## src/hdl/mise_pkg.sv

```systemverilog
// Shared types and constants of the mesh index stream encoder.
`default_nettype none

package mise_pkg;

  // Fixed field widths of the beats on the ports.
  localparam int IDX_W  = 24;
  localparam int CODE_W = 25;
  localparam int STEP_W = 4;

  // Configuration port widths and register indexes.
  localparam int CFG_IDX_W  = 2;
  localparam int CFG_DATA_W = 4;

  localparam logic [CFG_IDX_W-1:0] REG_CODING_MODE = 2'd0;
  localparam logic [CFG_IDX_W-1:0] REG_MARK_STEP   = 2'd1;
  localparam logic [CFG_IDX_W-1:0] REG_UTF_SAFE    = 2'd2;

  // Coding modes.
  localparam logic MODE_DELTA      = 1'b0;
  localparam logic MODE_HIGH_WATER = 1'b1;

  // Surrogate-range escape constants.
  localparam logic [CODE_W-1:0] ESC_MARK   = 25'd55295;
  localparam logic [CODE_W-1:0] ESC_HIGH   = 25'd57343;
  localparam logic [CODE_W-1:0] ESC_SHIFT  = 25'd14000;
  localparam logic [CODE_W-1:0] WIDE_LIMIT = 25'd65535;

  typedef struct packed {
    logic [IDX_W-1:0] vertex_index;
    logic             first_of_mesh;
  } in_beat_t;

  typedef struct packed {
    logic [CODE_W-1:0] code_value;
    logic              last_of_item;
    logic              wide_code;
    logic              index_error;
  } out_beat_t;

  typedef struct packed {
    logic              coding_mode;
    logic [STEP_W-1:0] mark_step;
    logic              utf_safe;
  } cfg_t;

  // Everything one index produces: one or two beats.
  typedef struct packed {
    out_beat_t first_beat;
    out_beat_t second_beat;
    logic      two_beats;
  } enc_t;

endpackage

`default_nettype wire

```

## src/hdl/mesh_index_stream_encoder.sv

```systemverilog
// Top level of the mesh index stream encoder: registers, handshakes, config.
//
//   Channel  Direction  Handshake            Beat contents
//   in       into block in_valid / in_stall  vertex_index, first_of_mesh
//   out      out of blk out_valid / out_stall code_value, last_of_item,
//                                             wide_code, index_error
//   cfg      into block cfg_valid / cfg_ready cfg_index, cfg_data
//
// An index waits in the input register while the encoder computes its code
// words, and its first beat is loaded from there into the output register.
// Plain indices stream at one per cycle while the output does not stall and
// no second beat is pending. An escaped index produces two beats and holds
// the encoder until its second beat, kept in a pending register, goes out.
// Reset is synchronous, clears valids and tracking state and sets the configuration to its defaults.
// A stall on the output backs up through the input register to in_stall.
`default_nettype none

module mesh_index_stream_encoder
  import mise_pkg::*;
#(
  parameter int INDEX_BITS = 24
) (
  input  wire logic                  clk,
  input  wire logic                  rst,
  input  wire logic                  in_valid,
  output logic                       in_stall,
  input  wire in_beat_t              in_data,
  output logic                       out_valid,
  input  wire logic                  out_stall,
  output out_beat_t                  out_data,
  input  wire logic                  cfg_valid,
  output logic                       cfg_ready,
  input  wire logic [CFG_IDX_W-1:0]  cfg_index,
  input  wire logic [CFG_DATA_W-1:0] cfg_data
);

  // Configuration registers.
  cfg_t cfg;

  // Tracking state carried from index to index.
  logic [INDEX_BITS-1:0] prev;
  logic [INDEX_BITS:0]   high_water;
  logic [INDEX_BITS-1:0] prev_next;
  logic [INDEX_BITS:0]   high_water_next;

  // Input register, output register and the pending second beat.
  in_beat_t  in_q;
  logic      in_vld;
  out_beat_t out_q;
  logic      out_vld;
  out_beat_t pend_q;
  logic      pend_vld;

  enc_t enc;
  logic out_free;
  logic advance;

  mise_code #(
    .INDEX_BITS(INDEX_BITS)
  ) u_code (
    .item            (in_q),
    .cfg             (cfg),
    .prev            (prev),
    .high_water      (high_water),
    .enc             (enc),
    .prev_next       (prev_next),
    .high_water_next (high_water_next)
  );

  // The output slot can take a new beat when it is empty or being emptied.
  // The held index moves on only once any pending second beat has gone out.
  assign out_free = !out_vld || !out_stall;
  assign advance  = in_vld && !pend_vld && out_free;

  assign in_stall  = in_vld && !advance;
  assign out_valid = out_vld;
  assign out_data  = out_q;
  assign cfg_ready = 1'b1;

  // Configuration writes; indexes beyond the list are ignored.
  always_ff @(posedge clk) begin
    if (rst) begin
      cfg.coding_mode <= MODE_HIGH_WATER;
      cfg.mark_step   <= STEP_W'(1);
      cfg.utf_safe    <= 1'b1;
    end else if (cfg_valid) begin
      case (cfg_index)
        REG_CODING_MODE: cfg.coding_mode <= cfg_data[0];
        REG_MARK_STEP:   cfg.mark_step   <= cfg_data[STEP_W-1:0];
        REG_UTF_SAFE:    cfg.utf_safe    <= cfg_data[0];
        default: ;
      endcase
    end
  end

  // Tracking state updates once per index, when it leaves the input register.
  always_ff @(posedge clk) begin
    if (rst) begin
      prev       <= '0;
      high_water <= '0;
    end else if (advance) begin
      prev       <= prev_next;
      high_water <= high_water_next;
    end
  end

  // Input register.
  always_ff @(posedge clk) begin
    if (rst) begin
      in_vld <= 1'b0;
    end else if (in_valid && !in_stall) begin
      in_vld <= 1'b1;
    end else if (advance) begin
      in_vld <= 1'b0;
    end
  end

  always_ff @(posedge clk) begin
    if (in_valid && !in_stall) begin
      in_q <= in_data;
    end
  end

  // Output register and pending beat. A pending second beat always goes out
  // before the next index is allowed to load the output.
  always_ff @(posedge clk) begin
    if (rst) begin
      out_vld  <= 1'b0;
      pend_vld <= 1'b0;
    end else if (pend_vld && out_free) begin
      out_vld  <= 1'b1;
      pend_vld <= 1'b0;
    end else if (advance) begin
      out_vld  <= 1'b1;
      pend_vld <= enc.two_beats;
    end else if (out_vld && !out_stall) begin
      out_vld <= 1'b0;
    end
  end

  always_ff @(posedge clk) begin
    if (pend_vld && out_free) begin
      out_q <= pend_q;
    end else if (advance) begin
      out_q  <= enc.first_beat;
      pend_q <= enc.second_beat;
    end
  end

  // A pending beat only exists behind a beat in the output register.
  a_pend_behind_out: assert property (@(posedge clk) disable iff (rst)
    pend_vld |-> out_vld)
    else $error("pending beat without an output beat");

  // An escape marker is always followed by its second beat.
  a_marker_has_tail: assert property (@(posedge clk) disable iff (rst)
    (out_vld && !out_q.last_of_item) |-> pend_vld)
    else $error("escape marker without a second beat");

  // The second beat of an escape is shown right after the marker leaves.
  a_tail_follows: assert property (@(posedge clk) disable iff (rst)
    (out_vld && !out_stall && pend_vld) |=> (out_vld && out_q.last_of_item))
    else $error("second escape beat did not follow the marker");

  // The encoder never loads a new index over a pending beat.
  a_no_overrun: assert property (@(posedge clk) disable iff (rst)
    advance |-> !pend_vld)
    else $error("index advanced over a pending beat");

  // An index error is a single final beat.
  a_error_single: assert property (@(posedge clk) disable iff (rst)
    (out_vld && out_q.index_error) |-> (out_q.last_of_item && !pend_vld))
    else $error("index error beat is not a single final beat");

endmodule

`default_nettype wire

```

## src/hdl/mise_code.sv

```systemverilog
// Combinational encoder for one index: code words and next state.
`default_nettype none

module mise_code
  import mise_pkg::*;
#(
  parameter int INDEX_BITS = 24
) (
  input  wire in_beat_t              item,
  input  wire cfg_t                  cfg,
  input  wire logic [INDEX_BITS-1:0] prev,
  input  wire logic [INDEX_BITS:0]   high_water,
  output enc_t                       enc,
  output logic [INDEX_BITS-1:0]      prev_next,
  output logic [INDEX_BITS:0]        high_water_next
);

  localparam int VW = (INDEX_BITS < IDX_W) ? INDEX_BITS : IDX_W;
  localparam int HW = INDEX_BITS + 1;
  localparam int EW = (HW > CODE_W) ? HW : CODE_W;

  logic [VW-1:0]          v;
  logic [HW-1:0]          vh;
  logic [STEP_W-1:0]      step;
  logic [INDEX_BITS-1:0]  prev_eff;
  logic [HW-1:0]          hw_eff;
  logic signed [HW-1:0]   d;
  logic [HW-1:0]          z;
  logic [EW-1:0]          ze;
  logic signed [EW-1:0]   de;
  logic signed [EW-1:0]   adj;
  logic [EW-1:0]          zadj;
  logic                   esc_delta;
  logic                   err;
  logic [HW-1:0]          s;
  logic [EW-1:0]          se;
  logic                   esc_hw;
  logic [HW-1:0]          raised;

  assign v    = item.vertex_index[VW-1:0];
  assign vh   = HW'(v);
  assign step = (cfg.mark_step == '0) ? STEP_W'(1) : cfg.mark_step;

  // A new mesh restarts both trackers before this index is coded.
  assign prev_eff = item.first_of_mesh ? '0 : prev;
  assign hw_eff   = item.first_of_mesh ? (HW'(step) - HW'(1)) : high_water;

  // Delta path: zigzag of the signed difference.
  assign d  = $signed(vh) - $signed({1'b0, prev_eff});
  assign z  = HW'(d <<< 1) ^ {HW{d[HW-1]}};
  assign ze = EW'(z);
  assign de = EW'(d);
  assign adj  = d[HW-1] ? (de + $signed(EW'(ESC_SHIFT))) : (de - $signed(EW'(ESC_SHIFT)));
  assign zadj = EW'(adj <<< 1) ^ {EW{adj[EW-1]}};
  assign esc_delta = (ze >= EW'(ESC_MARK)) && (ze <= EW'(ESC_HIGH));

  // High-water path.
  assign err    = vh > hw_eff;
  assign s      = hw_eff - vh;
  assign se     = EW'(s);
  assign esc_hw = cfg.utf_safe && (se >= EW'(ESC_MARK)) && (se <= EW'(ESC_HIGH));

  always_comb begin
    enc.first_beat  = '{code_value: ESC_MARK, last_of_item: 1'b0,
                        wide_code: 1'b0, index_error: 1'b0};
    enc.second_beat = '{code_value: '0, last_of_item: 1'b1,
                        wide_code: 1'b0, index_error: 1'b0};
    enc.two_beats   = 1'b0;
    if (cfg.coding_mode == MODE_DELTA) begin
      if (esc_delta) begin
        enc.second_beat.code_value = zadj[CODE_W-1:0];
        enc.two_beats = 1'b1;
      end else begin
        enc.first_beat.code_value   = ze[CODE_W-1:0];
        enc.first_beat.last_of_item = 1'b1;
        enc.first_beat.wide_code    = ze > EW'(WIDE_LIMIT);
      end
    end else begin
      if (err) begin
        enc.first_beat.code_value   = '0;
        enc.first_beat.last_of_item = 1'b1;
        enc.first_beat.index_error  = 1'b1;
      end else if (esc_hw) begin
        enc.second_beat.code_value = se[CODE_W-1:0] - ESC_SHIFT;
        enc.two_beats = 1'b1;
      end else begin
        enc.first_beat.code_value   = se[CODE_W-1:0];
        enc.first_beat.last_of_item = 1'b1;
        enc.first_beat.wide_code    = cfg.utf_safe && (se > EW'(WIDE_LIMIT));
      end
    end
  end

  // Both trackers advance on every index in either mode.
  assign raised          = vh + HW'(step);
  assign prev_next       = INDEX_BITS'(v);
  assign high_water_next = (raised > hw_eff) ? raised : hw_eff;

endmodule

`default_nettype wire
```

## config.mk

```make
export PLATFORM = sky130hd
export DESIGN_NAME = mesh_index_stream_encoder
export DESIGN_NICKNAME = d
export VERILOG_FILES = /design/src/hdl/mise_pkg.sv /design/src/hdl/mesh_index_stream_encoder.sv /design/src/hdl/mise_code.sv
export SDC_FILE = /design/constraint.sdc
export NUM_CORES = 1
export LEC_CHECK = 0
export ABC_AREA = 1
export BUFFER_PORTS_ARGS = -buffer_cell sky130_fd_sc_hd__clkbuf_2
export CAP_MARGIN = 15
export CORE_MARGIN = 2
export CORE_UTILIZATION = 68
export CTS_CLUSTER_SIZE = 12
export DETAILED_ROUTE_END_ITERATION = 6
export HOLD_SLACK_MARGIN = 0.03
export PLACE_DENSITY = 0.95
export SLEW_MARGIN = 30
export SYNTH_ARGS = -nofsm -noshare
export SYNTH_HDL_FRONTEND = slang
export SYNTH_SLANG_ARGS = --single-unit
```

## constraint.sdc

```tcl
create_clock -name clk -period 16.9 [get_ports clk]
set_input_delay 2.535 -clock clk [delete_from_list [all_inputs] [get_ports clk]]
set_output_delay 2.535 -clock clk [all_outputs]
set_load 0.005 [all_outputs]
```

; ---- Word-level counts from Yosys, hierarchy flattened
; Index checks and enable logic that the tools add are counted.
[classes]
n_reduce_logical = 26
add_sub_neg = 7
n_lt_le_gt_ge = 8
n_eq_ne = 2
muxes = 27
n_bitwise = 3
[op_table]
columns = operator, count
row1 = $mux W25, 7
row2 = $mux W27, 3
row3 = $mux W28, 2
row4 = $ge A25 B16 Y1 const B, 2
row5 = $gt A25 B16 Y1 const B, 2
row6 = $le A25 B16 Y1 const B, 2
row7 = $xor A25 B25 Y25, 2
row8 = $mux W26, 1
row9 = $add A24 B4 Y25, 1
row10 = $add A25 B15 Y25 const B, 1
row11 = $gt A24 B25 Y1, 1
row12 = $gt A25 B25 Y1, 1
row13 = $sub A24 B24 Y25, 1
row14 = $sub A25 B14 Y25 const B, 1
row15 = $sub A25 B15 Y25 const B, 1
row16 = $sub A25 B24 Y25, 1
row17 = $mux W24, 1
row18 = $mux W1, 12
row19 = $logic_and A1 B1 Y1, 10
row20 = $reduce_and A2 Y1, 4
row21 = $logic_not A1 Y1, 5
row22 = $sub A4 B1 Y5 const B, 1
row23 = $logic_not A4 Y1, 1
row24 = $mux W4, 1
row25 = other kinds (8), 9
[totals]
ff_bits = 136
elab_cells = 88
input_bits = 36

; ---- Logic depth before layout (Yosys ltp)
[depth]
depth_word = 13
depth_mapped = 33
depth_no_buf = 31

; ---- By module
; Synthesis repeated with hierarchy kept, for this count alone.
[hier_totals]
cells_unflattened = 2060
area_unflattened_um2 = 13387.8
[by_module_without_submodules]
columns = mod, seq_area_each_um2, cells_each, n_inst, area_each_um2
row1 = mise_code, 0.0, 1511, 1, 8011.4
row2 = mesh_index_stream_encoder, 3593.4, 549, 1, 5376.4

; ---- Least setup slack after synthesis
; Ideal clock, no wire load.
[synth_path]
path_type = input -> output
start = in out_stall
end = out in_stall
slack_ns = 11.124
n_path_buf = 1
stages = 5
required_ns = 14.365
t_arrival_ns = 3.241
cell_sequence = nand2_1 -> inv_1 -> nor3_1 -> clkbuf_1 -> nor2_1
[synth_via]
elab_chain_len = 5
[synth_rtl]
columns = item, line_no
row1 = "start, declared", mesh_index_stream_encoder.sv:29  ; input wire logic out_stall,
row2 = $logic_not A1 Y1, mesh_index_stream_encoder.sv:72  ; assign out_free = !out_vld || !out_stall;
row3 = $logic_or A1 B1 Y1, mesh_index_stream_encoder.sv:72
row4 = $logic_and A1 B1 Y1, mesh_index_stream_encoder.sv:73  ; assign advance = in_vld && !pend_vld && out_free;
row5 = $logic_not A1 Y1, mesh_index_stream_encoder.sv:75  ; assign in_stall = in_vld && !advance;
row6 = $logic_and A1 B1 Y1, mesh_index_stream_encoder.sv:75
row7 = "end, declared", mesh_index_stream_encoder.sv:26  ; output logic in_stall,
; No other way between the ends.

==> flow_metrics.env <==
export IMPL_area_growth_synth_to_final_pct=8.97
export IMPL_crit_reg_reg_startpoint="in_q[0]"
export IMPL_mappedNetlistArea_um2=12000
export IMPL_numPortBuffers=65
export IMPL_syn_area_per_cell_um2=6.82
export IMPL_pwr_share_seq_pct=29.9
export IMPL_drt_first_iter_violations=1804
export IMPL_ys_async_sr_fraction_pct=0
export IMPL_dpl_cell_count=2000
export IMPL_hpwl_mm=28.9
export IMPL_postLayoutCoreUtil_pct=75.6
export IMPL_crit_slowest_cell="sky130_fd_sc_hd__inv_1"
export IMPL_criticalPathCategory="register to register"
export IMPL_postCtsHoldBufs=0
export IMPL_clock_tree_buffer_depth=2
export IMPL_die_area_um2=18700
export IMPL_count_of_different_cell_masters_after_synthesis=51
export IMPL_final_critical_path_setup_slack_ps=10440
export IMPL_worst_ep_required_time_ps=17180
export IMPL_drive_gt1_share_pct=8.30
export IMPL_width_of_the_die_um=137
export IMPL_place_worst_setup_slack_ps=10560
export IMPL_grt_pass1_wl_mm=59.4
export IMPL_final_instance_count_excl_fill=2032
export IMPL_worst_endpoint_arrival_ps=6730
export IMPL_final_design_area_no_fill_um2=13000
export IMPL_final_nets=1933
export IMPL_timing_critical_path_max_delay_family="compound AO/OA/AOI/OAI gates"
export IMPL_vdd_ir_drop_max_v=0.0000798
export IMPL_internal_power_mw=0.783
export IMPL_synth_yosys_warnings=0
export IMPL_worst_path_max_fanout=26
export IMPL_clock_tree_root_cell="sky130_fd_sc_hd__clkbuf_16"
export IMPL_maximum_number_of_pins_on_one_net_before_global_route_repair=80
export IMPL_grt_overflow=0
export IMPL_chipHeight_um=137
export IMPL_synth_edff_count=78
export IMPL_report_power_total_mw=1.31
export IMPL_synthesis_instances=1752
export IMPL_power_share_combinational_pct=40.2
export IMPL_synth_seq_area_share_pct=29.3
export IMPL_power_static_leakage_nw=6.54
export IMPL_clockPowerShare_pct=29.8
export IMPL_layout_commonest_cell="sky130_fd_sc_hd__nand2_1"
export IMPL_h_tree_depth=4
export IMPL_ant_nets=0
export IMPL_wire_per_inst_um=18.8
export IMPL_crit_path_frequent_cell="sky130_fd_sc_hd__nand2_1"
export IMPL_start_kind="register"
export IMPL_multi_input_area_um2=7250
export IMPL_cap_violations=0
export IMPL_regArea_um2=3500
export IMPL_critical_path_endpoint_type="register"
export IMPL_synth_seq_cells=136
export IMPL_p_per_area_nw_per_um2=101
export IMPL_first_global_vias=11500
export IMPL_cts_buffers=17
export IMPL_clk_insertion_delay_late_ps=440
export IMPL_cts_setup_buffers=0
export IMPL_routed_via_count=12600
export IMPL_ff2ff_path_depth=25
export IMPL_via_density_per_instance=6.18
export IMPL_drtPass1Iterations=7
export IMPL_coreArea_um2=17200
export IMPL_cts_sinks=136
export IMPL_drt_wl_total_mm=38.2
export IMPL_worst_min_delay_path_endpoint="high_water[8]"
export IMPL_finalSetupTns_ps=0
export IMPL_slowest_cell_delay_on_critical_path_ps=620
export IMPL_skew_ps=10.4
export IMPL_grt_setup_unrepaired="false"
export IMPL_fmax_ghz=0.155
export IMPL_holdPathStages=2
export IMPL_fin_hold_ws_ps=467
export IMPL_min_period_over_period_pct=38.2
export IMPL_violations="DRC"
export IMPL_ys_flop_type="sky130_fd_sc_hd__edfxtp_1"
export IMPL_status="finished, violations left"
export IMPL_final_min_clock_period_ps=6460
export IMPL_syn_nets=1891
export IMPL_power_switching_share_pct=40.3
export IMPL_endpoint_of_the_worst_register_to_register_path="pend_q[27]"
export IMPL_cts_tree="yes"
export IMPL_finalHoldViolCount=0
export IMPL_gpl_final_weighted_congestion=0.998
export IMPL_filler_cell_count=1297
export IMPL_placed_cell_area_um2=12400
export IMPL_worst_setup_hold_path_clk_slew_ps=60
export IMPL_final_setup_viol_count=0
export IMPL_maxSlewHeadroom_pct=36.5
export IMPL_worst_slew_pin_transition_ps=952
export IMPL_rows=48
export IMPL_path_buf_inv=3
export IMPL_net_switching_power_mw=0.529
export IMPL_ios=67
export IMPL_antenna_found_initial=1
export IMPL_initial_core_util_pct=69.4
export IMPL_detail_route_drc_violations=1
export IMPL_grt_total_usage_pct=41.5
export IMPL_worst_setup_slack_for_register_to_register_paths_ps=10440
export IMPL_final_cell_mix="sky130_fd_sc_hd__nand2_1 (520), sky130_fd_sc_hd__inv_1 (257), sky130_fd_sc_hd__a21oi_1 (158), sky130_fd_sc_hd__nor2_1 (107), sky130_fd_sc_hd__ha_1 (99)"
export IMPL_cts_repair_resized=0
export IMPL_slew_viol_final=0
export IMPL_hp_start="high_water[8]"
export IMPL_antenna_cells_inserted=0
export IMPL_min_delay_path_class="register to register"
-- layout make-up --
cell class	count	area share, %
inverters	261	7.52
repair buffers	75	3.07
multi-input cells	1303	55.6
clock buffers	21	3.87
flip-flops and latches	136	26.9
clock inverters	11	0.836
well taps	225	2.16
-- tightest hold or removal path: cells and delay by family (launching register included) --
| family | cells | cell delay, ps |
|---|---|---|
| and+or+nand+nor | 1 | 60 |
| DFF | 1 | 310 |
| AOI/OAI and AO/OA | 1 | 50 |
-- logic make-up (layout without fill, tap and decap cells) --
| kind of cell | Yosys count | after routing | synth area share (%) |
|---|---|---|---|
| buffers and inverters | 313 | 368 | 10.1 |
| xor gates and xnor gates | 87 | 87 | 6.61 |
| DFF | 136 | 136 | 29.3 |
| other | 1 | 1 | 0.0314 |
| and+or+nand+nor | 806 | 806 | 28.4 |
| adders and majority gates | 103 | 103 | 11.0 |
| AOI/OAI and AO/OA | 306 | 306 | 14.4 |
-- synth_stat cells (3+ instances only) --
cell,number,share of area [%]
sky130_fd_sc_hd__a31oi_1,6,0.31
sky130_fd_sc_hd__o21a_1,4,0.25
sky130_fd_sc_hd__nor4_1,12,0.63
sky130_fd_sc_hd__nand4_1,36,1.9
sky130_fd_sc_hd__nand3_1,81,3.4
sky130_fd_sc_hd__buf_2,6,0.25
sky130_fd_sc_hd__xnor2_1,18,1.3
sky130_fd_sc_hd__clkbuf_1,37,1.2
sky130_fd_sc_hd__o22ai_2,8,0.84
sky130_fd_sc_hd__o21ai_1,3,0.13
sky130_fd_sc_hd__edfxtp_1,78,20
sky130_fd_sc_hd__o21bai_1,7,0.44
sky130_fd_sc_hd__inv_2,3,0.094
sky130_fd_sc_hd__nand3b_1,6,0.38
sky130_fd_sc_hd__a21oi_1,158,6.6
sky130_fd_sc_hd__buf_1,4,0.13
sky130_fd_sc_hd__dfxtp_1,58,9.7
sky130_fd_sc_hd__a21boi_0,4,0.25
sky130_fd_sc_hd__nand3_2,3,0.25
sky130_fd_sc_hd__ha_1,99,10
sky130_fd_sc_hd__fa_1,4,0.67
sky130_fd_sc_hd__nor2_2,8,0.42
sky130_fd_sc_hd__xor2_1,66,4.8
sky130_fd_sc_hd__nand2_2,7,0.37
sky130_fd_sc_hd__o211ai_1,8,0.50
sky130_fd_sc_hd__nor2_1,108,3.4
sky130_fd_sc_hd__nand2_1,521,16
sky130_fd_sc_hd__buf_6,3,0.28
sky130_fd_sc_hd__o21ai_0,87,3.6
sky130_fd_sc_hd__a21o_1,7,0.44
sky130_fd_sc_hd__a221oi_1,3,0.22
sky130_fd_sc_hd__inv_1,257,8.1
sky130_fd_sc_hd__nor3_1,16,0.67
-- power groups by stage --
stage	logic (mW)	registers, mW	clock network, mW
6_report	0.528	0.393	0.391
5_1_grt	0.572	0.395	0.399
4_1_cts	0.509	0.392	0.389
3_5_place_dp	0.502	0.399	0
3_3_place_gp	0.492	0.398	0
2_1_floorplan	0.373	0.395	0
-- per-layer routing --
| metal | track usage (%) | wire length, µm | vias to the layer above |
|---|---|---|---|
| li1 | - | - | 5816 |
| met1 | 53.0 | 14800 | 5694 |
| met2 | 65.1 | 16700 | 855 |
| met3 | 8.93 | 4280 | 189 |
| met4 | 23.8 | 2420 | 0 |
| met5 | 0 | 0 | - |
-- registers in the layout, summed over array words and instances, names as in the netlist --
signal	flops
cfg	6
high_water	25
in_q	25
in_vld	1
out_data	28
out_valid	1
pend_q	25
pend_vld	1
prev	24
-- worst max path at each step --
stage	endpoint	cells past startpoint	start
final	pend_q[27]	25	in_q[0]
after global routing	pend_q[25]	25	in_q[0]
after CTS	pend_q[27]	25	in_q[0]
after detailed placement	pend_q[27]	25	in_q[0]
after global placement	pend_q[26]	25	in_q[0]
after floorplan	in_stall	5	out_stall
Note: power is estimated with default switching activity, not from simulation.
